[src/cst_pkg.sv]
`default_nettype none
// ----------------------------------------------------------------------------
// cst_pkg: shared types and constants for the C subset tokenizer
// Result records, queue entries, token codes and character class helpers.
// ----------------------------------------------------------------------------
package cst_pkg;

  localparam int unsigned WORD_MAX     = 31;
  localparam int unsigned TEXT_MAX     = 255;
  localparam int unsigned STRING_SLOTS = 128;

  localparam int unsigned WLEN_W = $clog2(WORD_MAX + 1);
  localparam int unsigned TLEN_W = $clog2(TEXT_MAX + 1);
  localparam int unsigned SCNT_W = $clog2(STRING_SLOTS + 1);

  localparam logic [31:0] STR_BASE = 32'h4000_0000;

  localparam logic [4:0] TK_EOF    = 5'd0;
  localparam logic [4:0] TK_INT    = 5'd1;
  localparam logic [4:0] TK_RET    = 5'd2;
  localparam logic [4:0] TK_IF     = 5'd3;
  localparam logic [4:0] TK_ELSE   = 5'd4;
  localparam logic [4:0] TK_LOOP   = 5'd5;
  localparam logic [4:0] TK_NAME   = 5'd6;
  localparam logic [4:0] TK_NUM    = 5'd7;
  localparam logic [4:0] TK_LCURLY = 5'd8;
  localparam logic [4:0] TK_RCURLY = 5'd9;
  localparam logic [4:0] TK_LPAREN = 5'd10;
  localparam logic [4:0] TK_RPAREN = 5'd11;
  localparam logic [4:0] TK_SEMI   = 5'd12;
  localparam logic [4:0] TK_SET    = 5'd13;
  localparam logic [4:0] TK_PLUS   = 5'd14;
  localparam logic [4:0] TK_SUB    = 5'd15;
  localparam logic [4:0] TK_STAR   = 5'd16;
  localparam logic [4:0] TK_SLASH  = 5'd17;
  localparam logic [4:0] TK_PCT    = 5'd18;
  localparam logic [4:0] TK_LT     = 5'd19;
  localparam logic [4:0] TK_LE     = 5'd20;
  localparam logic [4:0] TK_GT     = 5'd21;
  localparam logic [4:0] TK_GE     = 5'd22;
  localparam logic [4:0] TK_EQ     = 5'd23;
  localparam logic [4:0] TK_NE     = 5'd24;
  localparam logic [4:0] TK_SEP    = 5'd25;

  typedef struct packed {
    logic        kind;
    logic [4:0]  tk;
    logic [31:0] value;
    logic [7:0]  ch;
  } res_t;

  typedef struct packed {
    logic two;
    res_t r0;
    res_t r1;
  } entry_t;

  function automatic logic is_alpha(input logic [7:0] c);
    return (c >= "a" && c <= "z") || (c >= "A" && c <= "Z") || c == "_";
  endfunction

  function automatic logic is_digit(input logic [7:0] c);
    return c >= "0" && c <= "9";
  endfunction

  function automatic logic is_space(input logic [7:0] c);
    return c == " " || c == 8'h09 || c == 8'h0d || c == 8'h0a;
  endfunction

  function automatic res_t mk_tok(input logic [4:0] tk, input logic [31:0] v);
    res_t r;
    r.kind  = 1'b0;
    r.tk    = tk;
    r.value = v;
    r.ch    = 8'd0;
    return r;
  endfunction

  function automatic res_t mk_chr(input logic [7:0] c);
    res_t r;
    r.kind  = 1'b1;
    r.tk    = TK_EOF;
    r.value = 32'd0;
    r.ch    = c;
    return r;
  endfunction

  function automatic logic [4:0] kw_code(input logic [5:0][7:0] p,
                                         input logic [WLEN_W-1:0] len);
    logic [4:0] tk;
    tk = TK_NAME;
    if (len == WLEN_W'(3) && p[0] == "i" && p[1] == "n" && p[2] == "t") tk = TK_INT;
    else if (len == WLEN_W'(6) && p[0] == "r" && p[1] == "e" && p[2] == "t" &&
             p[3] == "u" && p[4] == "r" && p[5] == "n") tk = TK_RET;
    else if (len == WLEN_W'(2) && p[0] == "i" && p[1] == "f") tk = TK_IF;
    else if (len == WLEN_W'(4) && p[0] == "e" && p[1] == "l" && p[2] == "s" &&
             p[3] == "e") tk = TK_ELSE;
    else if (len == WLEN_W'(5) && p[0] == "w" && p[1] == "h" && p[2] == "i" &&
             p[3] == "l" && p[4] == "e") tk = TK_LOOP;
    return tk;
  endfunction

  function automatic logic [4:0] single_tok(input logic [7:0] c);
    logic [4:0] tk;
    case (c)
      "{":     tk = TK_LCURLY;
      "}":     tk = TK_RCURLY;
      "(":     tk = TK_LPAREN;
      ")":     tk = TK_RPAREN;
      ";":     tk = TK_SEMI;
      ",":     tk = TK_SEP;
      "+":     tk = TK_PLUS;
      "-":     tk = TK_SUB;
      "*":     tk = TK_STAR;
      "%":     tk = TK_PCT;
      default: tk = TK_EOF;
    endcase
    return tk;
  endfunction

  function automatic logic [4:0] held_single(input logic [7:0] h);
    logic [4:0] tk;
    case (h)
      "=":     tk = TK_SET;
      "<":     tk = TK_LT;
      ">":     tk = TK_GT;
      "/":     tk = TK_SLASH;
      default: tk = TK_EOF;
    endcase
    return tk;
  endfunction

endpackage
`default_nettype wire

[src/c_subset_tokenizer.sv]
`default_nettype none
// ----------------------------------------------------------------------------
// c_subset_tokenizer: streaming lexer for a small C subset
// A result is written into the queue when its byte is accepted.
// Throughput: one byte per cycle while the queue is not full; a transaction
// with two results holds the output for both; the two-entry queue absorbs such bursts.
// Reset: asynchronous, clears scan state, queue and sequencer.
// ----------------------------------------------------------------------------
module c_subset_tokenizer (
  input  wire logic        clk_i,
  input  wire logic        rst_ni,
  input  wire logic        in_valid_i,
  output logic             in_ready_o,
  input  wire logic [7:0]  source_byte_i,
  input  wire logic        end_of_source_i,
  output logic             out_valid_o,
  input  wire logic        out_ready_i,
  output logic             result_kind_o,
  output logic [4:0]       token_kind_o,
  output logic [31:0]      token_value_o,
  output logic [7:0]       text_char_o,
  output logic             last_of_step_o
);
  import cst_pkg::*;

  logic   push, full, hvalid, pop;
  entry_t entry, head;

  cst_front u_front (
    .clk_i, .rst_ni, .in_valid_i, .in_ready_o, .source_byte_i, .end_of_source_i,
    .q_full_i(full), .q_push_o(push), .q_entry_o(entry)
  );

  cst_queue u_queue (
    .clk_i, .rst_ni, .push_i(push), .entry_i(entry), .full_o(full),
    .valid_o(hvalid), .head_o(head), .pop_i(pop)
  );

  cst_back u_back (
    .clk_i, .rst_ni, .head_valid_i(hvalid), .head_i(head), .pop_o(pop),
    .out_valid_o, .out_ready_i, .result_kind_o, .token_kind_o, .token_value_o,
    .text_char_o, .last_of_step_o
  );

endmodule
`default_nettype wire

[src/cst_front.sv]
`default_nettype none
// ----------------------------------------------------------------------------
// cst_front: scanner front end
// Classifies one byte per cycle while the queue is not full, updates scan state
// and packs up to two results of the transaction into one queue entry.
// ----------------------------------------------------------------------------
module cst_front (
  input  wire logic            clk_i,
  input  wire logic            rst_ni,
  input  wire logic            in_valid_i,
  output logic                 in_ready_o,
  input  wire logic [7:0]      source_byte_i,
  input  wire logic            end_of_source_i,
  input  wire logic            q_full_i,
  output logic                 q_push_o,
  output cst_pkg::entry_t      q_entry_o
);
  import cst_pkg::*;

  typedef enum logic [2:0] {
    M_NORMAL, M_WORD, M_NUMBER, M_STRING, M_ESCAPE, M_COMMENT, M_SWALLOW
  } mode_e;

  mode_e              mode_q, mode_d;
  logic [7:0]         held_q, held_d;
  logic [5:0][7:0]    prefix_q, prefix_d;
  logic [WLEN_W-1:0]  wlen_q, wlen_d;
  logic [31:0]        acc_q, acc_d;
  logic [TLEN_W-1:0]  tlen_q, tlen_d;
  logic [SCNT_W-1:0]  scnt_q, scnt_d;
  res_t [1:0]         res;
  logic [1:0]         n;
  logic               accept;

  assign in_ready_o = !q_full_i;
  assign accept     = in_valid_i && in_ready_o;

  always_comb begin
    logic [7:0] c;
    logic       nb;
    logic [4:0] tk;
    c        = source_byte_i;
    nb       = 1'b0;
    tk       = TK_EOF;
    mode_d   = mode_q;
    held_d   = held_q;
    prefix_d = prefix_q;
    wlen_d   = wlen_q;
    acc_d    = acc_q;
    tlen_d   = tlen_q;
    scnt_d   = scnt_q;
    res      = '0;
    n        = 2'd0;

    if (end_of_source_i) begin
      case (mode_q)
        M_NORMAL: begin
          tk = held_single(held_q);
          if (tk != TK_EOF) begin
            res[0] = mk_tok(tk, 32'd0);
            n = 2'd1;
          end
        end
        M_WORD: begin
          res[0] = mk_tok(kw_code(prefix_q, wlen_q), 32'd0);
          n = 2'd1;
        end
        M_NUMBER: begin
          res[0] = mk_tok(TK_NUM, acc_q);
          n = 2'd1;
        end
        M_STRING, M_ESCAPE: begin
          res[0] = mk_tok(TK_NUM, STR_BASE + 32'(scnt_q));
          n = 2'd1;
        end
        default: ;
      endcase
      res[n[0]] = mk_tok(TK_EOF, 32'd0);
      n = n + 2'd1;
      mode_d   = M_NORMAL;
      held_d   = 8'd0;
      prefix_d = '0;
      wlen_d   = '0;
      acc_d    = 32'd0;
      tlen_d   = '0;
      scnt_d   = '0;
    end else begin
      case (mode_q)
        M_NORMAL: begin
          if (held_q != 8'd0) begin
            held_d = 8'd0;
            if (c == "=" && (held_q == "=" || held_q == "!" || held_q == "<" ||
                             held_q == ">")) begin
              case (held_q)
                "=":     tk = TK_EQ;
                "!":     tk = TK_NE;
                "<":     tk = TK_LE;
                default: tk = TK_GE;
              endcase
              res[0] = mk_tok(tk, 32'd0);
              n = 2'd1;
            end else if (held_q == "/" && c == "/") begin
              mode_d = M_COMMENT;
            end else begin
              tk = held_single(held_q);
              if (tk != TK_EOF) begin
                res[0] = mk_tok(tk, 32'd0);
                n = 2'd1;
              end
              nb = 1'b1;
            end
          end else begin
            nb = 1'b1;
          end
        end
        M_WORD: begin
          if (is_alpha(c) || is_digit(c)) begin
            res[0] = mk_chr(c);
            n = 2'd1;
            if (wlen_q < WLEN_W'(6)) prefix_d[wlen_q[2:0]] = c;
            wlen_d = wlen_q + WLEN_W'(1);
            if (wlen_d >= WLEN_W'(WORD_MAX)) begin
              res[1] = mk_tok(kw_code(prefix_d, wlen_d), 32'd0);
              n = 2'd2;
              mode_d   = M_NORMAL;
              wlen_d   = '0;
              prefix_d = '0;
            end
          end else begin
            res[0] = mk_tok(kw_code(prefix_q, wlen_q), 32'd0);
            n = 2'd1;
            wlen_d   = '0;
            prefix_d = '0;
            nb = 1'b1;
          end
        end
        M_NUMBER: begin
          if (is_digit(c)) begin
            acc_d = {acc_q[28:0], 3'b000} + {acc_q[30:0], 1'b0} + 32'(c - "0");
          end else begin
            res[0] = mk_tok(TK_NUM, acc_q);
            n = 2'd1;
            acc_d = 32'd0;
            nb = 1'b1;
          end
        end
        M_STRING, M_ESCAPE: begin
          if (mode_q == M_STRING && c == 8'h22) begin
            res[0] = mk_tok(TK_NUM, STR_BASE + 32'(scnt_q));
            n = 2'd1;
            if (scnt_q < SCNT_W'(STRING_SLOTS)) scnt_d = scnt_q + SCNT_W'(1);
            tlen_d = '0;
            mode_d = M_NORMAL;
          end else if (mode_q == M_STRING && c == 8'h5c) begin
            mode_d = M_ESCAPE;
          end else begin
            res[0] = mk_chr((mode_q == M_ESCAPE && c == "n") ? 8'h0a : c);
            n = 2'd1;
            tlen_d = tlen_q + TLEN_W'(1);
            mode_d = M_STRING;
            if (tlen_d >= TLEN_W'(TEXT_MAX)) begin
              res[1] = mk_tok(TK_NUM, STR_BASE + 32'(scnt_q));
              n = 2'd2;
              if (scnt_q < SCNT_W'(STRING_SLOTS)) scnt_d = scnt_q + SCNT_W'(1);
              tlen_d = '0;
              mode_d = M_SWALLOW;
            end
          end
        end
        M_COMMENT: begin
          if (c == 8'h0a) mode_d = M_NORMAL;
        end
        M_SWALLOW: begin
          mode_d = M_NORMAL;
          if (c != 8'h22) nb = 1'b1;
        end
        default: mode_d = M_NORMAL;
      endcase

      if (nb) begin
        mode_d = M_NORMAL;
        if (is_space(c)) begin
          mode_d = M_NORMAL;
        end else if (c == 8'h22) begin
          mode_d = M_STRING;
          tlen_d = '0;
        end else if (is_alpha(c)) begin
          mode_d      = M_WORD;
          prefix_d    = '0;
          prefix_d[0] = c;
          wlen_d      = WLEN_W'(1);
          if (n != 2'd2) begin
            res[n[0]] = mk_chr(c);
            n = n + 2'd1;
          end
        end else if (is_digit(c)) begin
          mode_d = M_NUMBER;
          acc_d  = 32'(c - "0");
        end else if (c == "=" || c == "!" || c == "<" || c == ">" || c == "/") begin
          held_d = c;
        end else begin
          tk = single_tok(c);
          if (tk != TK_EOF && n != 2'd2) begin
            res[n[0]] = mk_tok(tk, 32'd0);
            n = n + 2'd1;
          end
        end
      end
    end
  end

  assign q_push_o     = accept && (n != 2'd0);
  assign q_entry_o.two = (n == 2'd2);
  assign q_entry_o.r0  = res[0];
  assign q_entry_o.r1  = res[1];

  always_ff @(posedge clk_i or negedge rst_ni) begin
    if (!rst_ni) begin
      mode_q   <= M_NORMAL;
      held_q   <= 8'd0;
      prefix_q <= '0;
      wlen_q   <= '0;
      acc_q    <= 32'd0;
      tlen_q   <= '0;
      scnt_q   <= '0;
    end else if (accept) begin
      mode_q   <= mode_d;
      held_q   <= held_d;
      prefix_q <= prefix_d;
      wlen_q   <= wlen_d;
      acc_q    <= acc_d;
      tlen_q   <= tlen_d;
      scnt_q   <= scnt_d;
    end
  end

endmodule
`default_nettype wire

[src/cst_queue.sv]
`default_nettype none
// ----------------------------------------------------------------------------
// cst_queue: two-entry queue between scanner and result sequencer
// Holds packed result groups so front and back stall independently.
// ----------------------------------------------------------------------------
module cst_queue (
  input  wire logic            clk_i,
  input  wire logic            rst_ni,
  input  wire logic            push_i,
  input  cst_pkg::entry_t      entry_i,
  output logic                 full_o,
  output logic                 valid_o,
  output cst_pkg::entry_t      head_o,
  input  wire logic            pop_i
);
  import cst_pkg::*;

  entry_t     mem_q [2];
  logic       wr_q, rd_q;
  logic [1:0] cnt_q;

  assign full_o  = (cnt_q == 2'd2);
  assign valid_o = (cnt_q != 2'd0);
  assign head_o  = mem_q[rd_q];

  always_ff @(posedge clk_i) begin
    if (push_i) mem_q[wr_q] <= entry_i;
  end

  always_ff @(posedge clk_i or negedge rst_ni) begin
    if (!rst_ni) begin
      wr_q  <= 1'b0;
      rd_q  <= 1'b0;
      cnt_q <= 2'd0;
    end else begin
      if (push_i) wr_q <= ~wr_q;
      if (pop_i) rd_q <= ~rd_q;
      cnt_q <= cnt_q + {1'b0, push_i} - {1'b0, pop_i};
    end
  end

`ifndef SYNTHESIS
  a_no_overflow: assert property (@(posedge clk_i) disable iff (!rst_ni)
    push_i |-> !full_o) else $error("push into full queue");
  a_no_underflow: assert property (@(posedge clk_i) disable iff (!rst_ni)
    pop_i |-> valid_o) else $error("pop from empty queue");
  a_cnt_range: assert property (@(posedge clk_i) disable iff (!rst_ni)
    cnt_q != 2'd3) else $error("queue count out of range");
  a_ptr_cnt: assert property (@(posedge clk_i) disable iff (!rst_ni)
    (cnt_q == 2'd1) |-> (wr_q != rd_q)) else $error("pointers disagree with count");
`endif

endmodule
`default_nettype wire

[src/cst_back.sv]
`default_nettype none
// ----------------------------------------------------------------------------
// cst_back: result sequencer
// Presents the one or two results of each queue entry in order and marks
// the final result of each transaction.
// ----------------------------------------------------------------------------
module cst_back (
  input  wire logic            clk_i,
  input  wire logic            rst_ni,
  input  wire logic            head_valid_i,
  input  cst_pkg::entry_t      head_i,
  output logic                 pop_o,
  output logic                 out_valid_o,
  input  wire logic            out_ready_i,
  output logic                 result_kind_o,
  output logic [4:0]           token_kind_o,
  output logic [31:0]          token_value_o,
  output logic [7:0]           text_char_o,
  output logic                 last_of_step_o
);
  import cst_pkg::*;

  logic phase_q;
  res_t cur;
  logic fire;

  assign cur            = phase_q ? head_i.r1 : head_i.r0;
  assign out_valid_o    = head_valid_i;
  assign result_kind_o  = cur.kind;
  assign token_kind_o   = cur.tk;
  assign token_value_o  = cur.value;
  assign text_char_o    = cur.ch;
  assign last_of_step_o = phase_q || !head_i.two;
  assign fire           = head_valid_i && out_ready_i;
  assign pop_o          = fire && last_of_step_o;

  always_ff @(posedge clk_i or negedge rst_ni) begin
    if (!rst_ni) begin
      phase_q <= 1'b0;
    end else if (fire) begin
      phase_q <= !last_of_step_o;
    end
  end

`ifndef SYNTHESIS
  a_phase_two: assert property (@(posedge clk_i) disable iff (!rst_ni)
    phase_q |-> (head_valid_i && head_i.two)) else $error("second half without pair");
  a_phase_pop: assert property (@(posedge clk_i) disable iff (!rst_ni)
    (fire && phase_q) |=> !phase_q) else $error("phase did not return");
  a_first_no_pop: assert property (@(posedge clk_i) disable iff (!rst_ni)
    (fire && !phase_q && head_i.two) |-> !pop_o) else $error("pair popped early");
`endif

endmodule
`default_nettype wire

[config.mk]
export PLATFORM = sky130hd
export DESIGN_NAME = c_subset_tokenizer
export DESIGN_NICKNAME = d
export VERILOG_FILES = /design/src/cst_pkg.sv /design/src/c_subset_tokenizer.sv /design/src/cst_front.sv /design/src/cst_queue.sv /design/src/cst_back.sv
export SDC_FILE = /design/constraint.sdc
export NUM_CORES = 1
export LEC_CHECK = 0
export BUFFER_PORTS_ARGS = -buffer_cell sky130_fd_sc_hd__buf_2
export CAP_MARGIN = 15
export CORE_MARGIN = 2
export CORE_UTILIZATION = 30
export DETAILED_ROUTE_END_ITERATION = 8
export PLACE_DENSITY = 0.51
export SETUP_SLACK_MARGIN = 0.4
export SLEW_MARGIN = 40
export SYNTH_ARGS = -nofsm -noshare
export SYNTH_HDL_FRONTEND = slang
export SYNTH_HIERARCHICAL = 1
export SYNTH_SLANG_ARGS = --single-unit
[constraint.sdc]
create_clock -name clk_i -period 11.6 [get_ports clk_i]
set_clock_uncertainty 0.1 [all_clocks]
set_input_delay 0.58 -clock clk_i [delete_from_list [all_inputs] [get_ports clk_i]]
set_output_delay 0.58 -clock clk_i [all_outputs]
set_load 0.005 [all_outputs]
==> flow_metrics.py <==
metrics = {
    "clock_tree": {
        "insertion_delay_ps": 550,
        "cts_buffers": 35,
        "htree_levels": 2,
        "cts_tree": "done",
        "max-clock-path-buffers": 3,
        "clk_pin_slew_worst_paths_ps": 60,
        "cts-root-buf": "clkbuf_16",
        "post_cts_resize_count": 0,
        "clock-sinks": 303,
    },
    "synthesis": {
        "netlist_instances": 1594,
        "synth_edf_count": 186,
        "synth.ff_latch_count": 303,
        "synth_top_family_by_area": "compound AO/OA/AOI/OAI gates",
        "synth_area_um2": 17900,
        "async_flop_share": 0.386,
        "synthSimpleGateAreaFrac": 0.144,
        "ys_types": 97,
        "post_synth_fa_ha_maj_area_fraction": 0.0653,
        "synth_compound_area_frac": 0.153,
        "synth_xor_area_frac": 0.0194,
        "ys_warn_count": 6,
        "ys.flop_type": "edfxtp_1",
        "seq_area_frac_synth": 0.476,
        "avgSynthCellArea_um2": 11.2,
        "synthMuxAreaShare": 0.0990,
    },
    "grt": {
        "met3_usage": 0.0252,
        "antenna_found_initial": 2,
        "grt_overflow_total": 0,
        "busiest_layer": "met2",
        "grtUsageTotal": 0.159,
        "grt_use_met1": 0.230,
        "grt_pass1_vias": 12800,
        "grt_pass1_wl_um": 76200,
        "grt_start_max_net_pins": 70,
        "globalRouteMet2Util": 0.246,
    },
    "pwr": {
        "leakage_nw": 7.81,
        "p_per_area_nw_per_um2": 204,
        "max-vdd-ir-drop_mv": 0.249,
        "power.total_w": 0.00412,
    },
    "run_status": {
        "status": "finished clean",
    },
    "critical_path": {
        "crit_slowest_cell": "nor2b_4",
        "cp-start-kind": "primary input",
        "end_kind": "flip-flop",
        "path_cells": "buf_2 -> ha_1 -> nand4_2 -> or4_1 -> a21oi_1 -> or4_1 -> clkinv_1 -> ha_1 -> nor4_1 -> or2_2 -> nand3_1 -> a21o_1 -> a21oi_1 -> nor2b_4 -> buf_6",
        "worstPathRequired_ps": 11670,
        "worstSetupPathType": "in2reg",
        "worst-path-buf-inv": 3,
        "max_stage_delay_ps": 760,
        "critPathArrivalTime_ps": 6550,
        "worst_path_dominant_cell_family": "simple AND/OR/NAND/NOR gates",
        "path_max_fanout": 69,
    },
    "sta": {
        "relSlewSlack": 0.421,
        "final_hold_viol_count": 0,
        "tightest_slew_ps": 868,
        "setup_viol": 0,
        "drv_slew": 0,
        "whs_ps": 292,
        "finalCritPeriodShare": 0.559,
        "fmax_ghz": 0.154,
        "fin_crit_ps": 6490,
        "setup-tns-final_ps": 0,
        "rsz0062_at_grt": "false",
    },
    "finish": {
        "layout_commonest_cell": "edfxtp_1",
        "most-common-layout-cells": "edfxtp_1 (186), mux2_2 (124), dfrtp_1 (115), nand2_1 (95), a21oi_1 (88)",
        "layout-drive-gt1-share": 0.203,
        "antenna_cells": 0,
        "fillCellCount": 5934,
        "nNetsFinal": 1721,
        "syn_to_final_growth_pct": 12.6,
    },
    "floorplan": {
        "num_rows": 89,
        "initial_core_util": 0.303,
        "num_io_pins": 62,
        "die_h_um": 248,
        "die_width_um": 248,
        "dieArea_um2": 61600,
        "coreArea_um2": 59000,
    },
    "drt": {
        "wire_per_inst_um": 20.0,
        "vias": 12900,
        "routed_wl_um": 48600,
        "postRouteAntennaNets": 0,
        "drtPass1Iterations": 6,
        "vias_per_cell": 5.31,
        "drtIter0Drc": 1064,
        "post-route-drc-count": 0,
    },
    "placed_design": {
        "port_buffers": 61,
        "dp_hpwl_um": 33700,
        "gp_congestion": 0.916,
    },
    "run": {
        "drv_cap": 0,
    },
    "worst_hold_path": {
        "hold_class": "in2reg",
    },
}
-- worst paths after layout --
path | cells past startpoint | slack, ps | start | to
worst max register to register | 14 | 5250 | u_front/mode_q[1] | u_queue/mem_q[0][26]
worst min-delay path | 3 | 290 | out_ready_i | u_back/phase_q
min in group asynchronous | 2 | 470 | rst_ni | u_front/wlen_q[1]
worst min register to register | 1 | 380 | u_front/prefix_q[15] | u_front/prefix_q[15]
worst max-delay path | 15 | 5110 | source_byte_i[4] | u_queue/mem_q[0][26]
max in group asynchronous | 4 | 9370 | rst_ni | u_front/acc_q[14]
-- power by group --
| part | switching (W) | total, W | internal, W |
|---|---|---|---|
| Clock | 0.000456 | 0.00120 | 0.000741 |
| Combinational | 0.000813 | 0.00143 | 0.000617 |
| Sequential | 0.000116 | 0.00149 | 0.00138 |
-- per-stage QoR --
| step | setup slack [ps] | instance area, um2 | std cells | util |
|---|---|---|---|---|
| floorplan | 3000 | 18000 | 1617 | - |
| global placement | 4400 | 18900 | 2367 | 0.319 |
| detailed placement | 4550 | 18900 | 2367 | 0.320 |
| global route | 4700 | 20200 | 2430 | 0.342 |
| CTS | 5130 | 20100 | 2430 | 0.341 |
| finish | 5110 | 20200 | 2430 | 0.342 |
-- layer usage --
metal,up-vias,share of wire
met1,6457,0.48
met5,-,0.00054
met2,332,0.45
met4,4,0.020
met3,68,0.050
li1,6031,-
-- what timing repair did --
action,in CTS,in global routing
buffers inserted,0,0
endpoints found under the hold margin,42,0
hold buffers,1,0
-- cell type report --
class,count,area [um2],area share
Timing Repair Buffer,83,490,0.0243
Clock buffer,48,1040,0.0515
Multi-Input combinational cell,1161,8750,0.434
Clock inverter,14,210,0.0104
Sequential cell,303,8520,0.423
Inverter,48,180,0.00894
Tap cell,773,967,0.0480
-- cell families (layout without fill, tap and decap cells) --
family	count (synthesis)	in the layout
AOI/OAI and AO/OA	405	405
xor gates and xnor gates	38	38
adders and majority gates	76	76
buffers and inverters	153	193
DFF	303	303
muxes	152	152
other	1	24
and+or+nand+nor	466	466
-- cells in the mapped netlist, types with 11 or more instances --
library cell,count,share of area
buf_2,14,0.0039
o22ai_1,19,0.0066
clkbuf_1,51,0.011
nand3_1,31,0.0087
o21ai_0,81,0.023
nand4_1,15,0.0052
nor4_1,15,0.0052
xor2_1,17,0.0083
nand2_1,95,0.020
nor3_1,34,0.0095
mux2_2,124,0.078
ha_1,47,0.033
inv_1,46,0.0096
mux2_4,19,0.016
o31ai_1,16,0.0067
edfxtp_1,186,0.31
a22oi_1,21,0.0088
nand2b_1,21,0.0073
buf_4,28,0.012
xnor2_1,20,0.0098
a21o_1,11,0.0046
a21oi_1,88,0.025
nor2_1,76,0.016
a31oi_1,19,0.0066
and2_1,63,0.022
a211oi_1,11,0.0046
or2_2,12,0.0042
fa_1,29,0.032
and3_1,15,0.0052
nor2b_1,16,0.0056
dfrtp_1,117,0.16
a22o_1,47,0.023
-- worst register-to-register path: cells and delay by family, from the launching register on --
| kind | cells | cell delay [ps] |
|---|---|---|
| AO/OA/AOI/OAI | 3 | 1080 |
| buffers and inverters | 2 | 940 |
| AND/OR/NAND/NOR | 8 | 2840 |
| adder cells (fa/ha/maj) | 1 | 350 |
| flip-flops | 1 | 570 |
-- sequential cells by signal, summed over array words and instances (netlist names) --
name              flops
u_back/phase_q        1
u_front/acc_q        32
u_front/held_q        8
u_front/mode_q        3
u_front/prefix_q     48
u_front/scnt_q        8
u_front/tlen_q        8
u_front/wlen_q        5
u_queue/cnt_q         2
u_queue/mem_q       186
u_queue/rd_q          1
u_queue/wr_q          1
No activity file was read; power rests on OpenSTA's default activity.
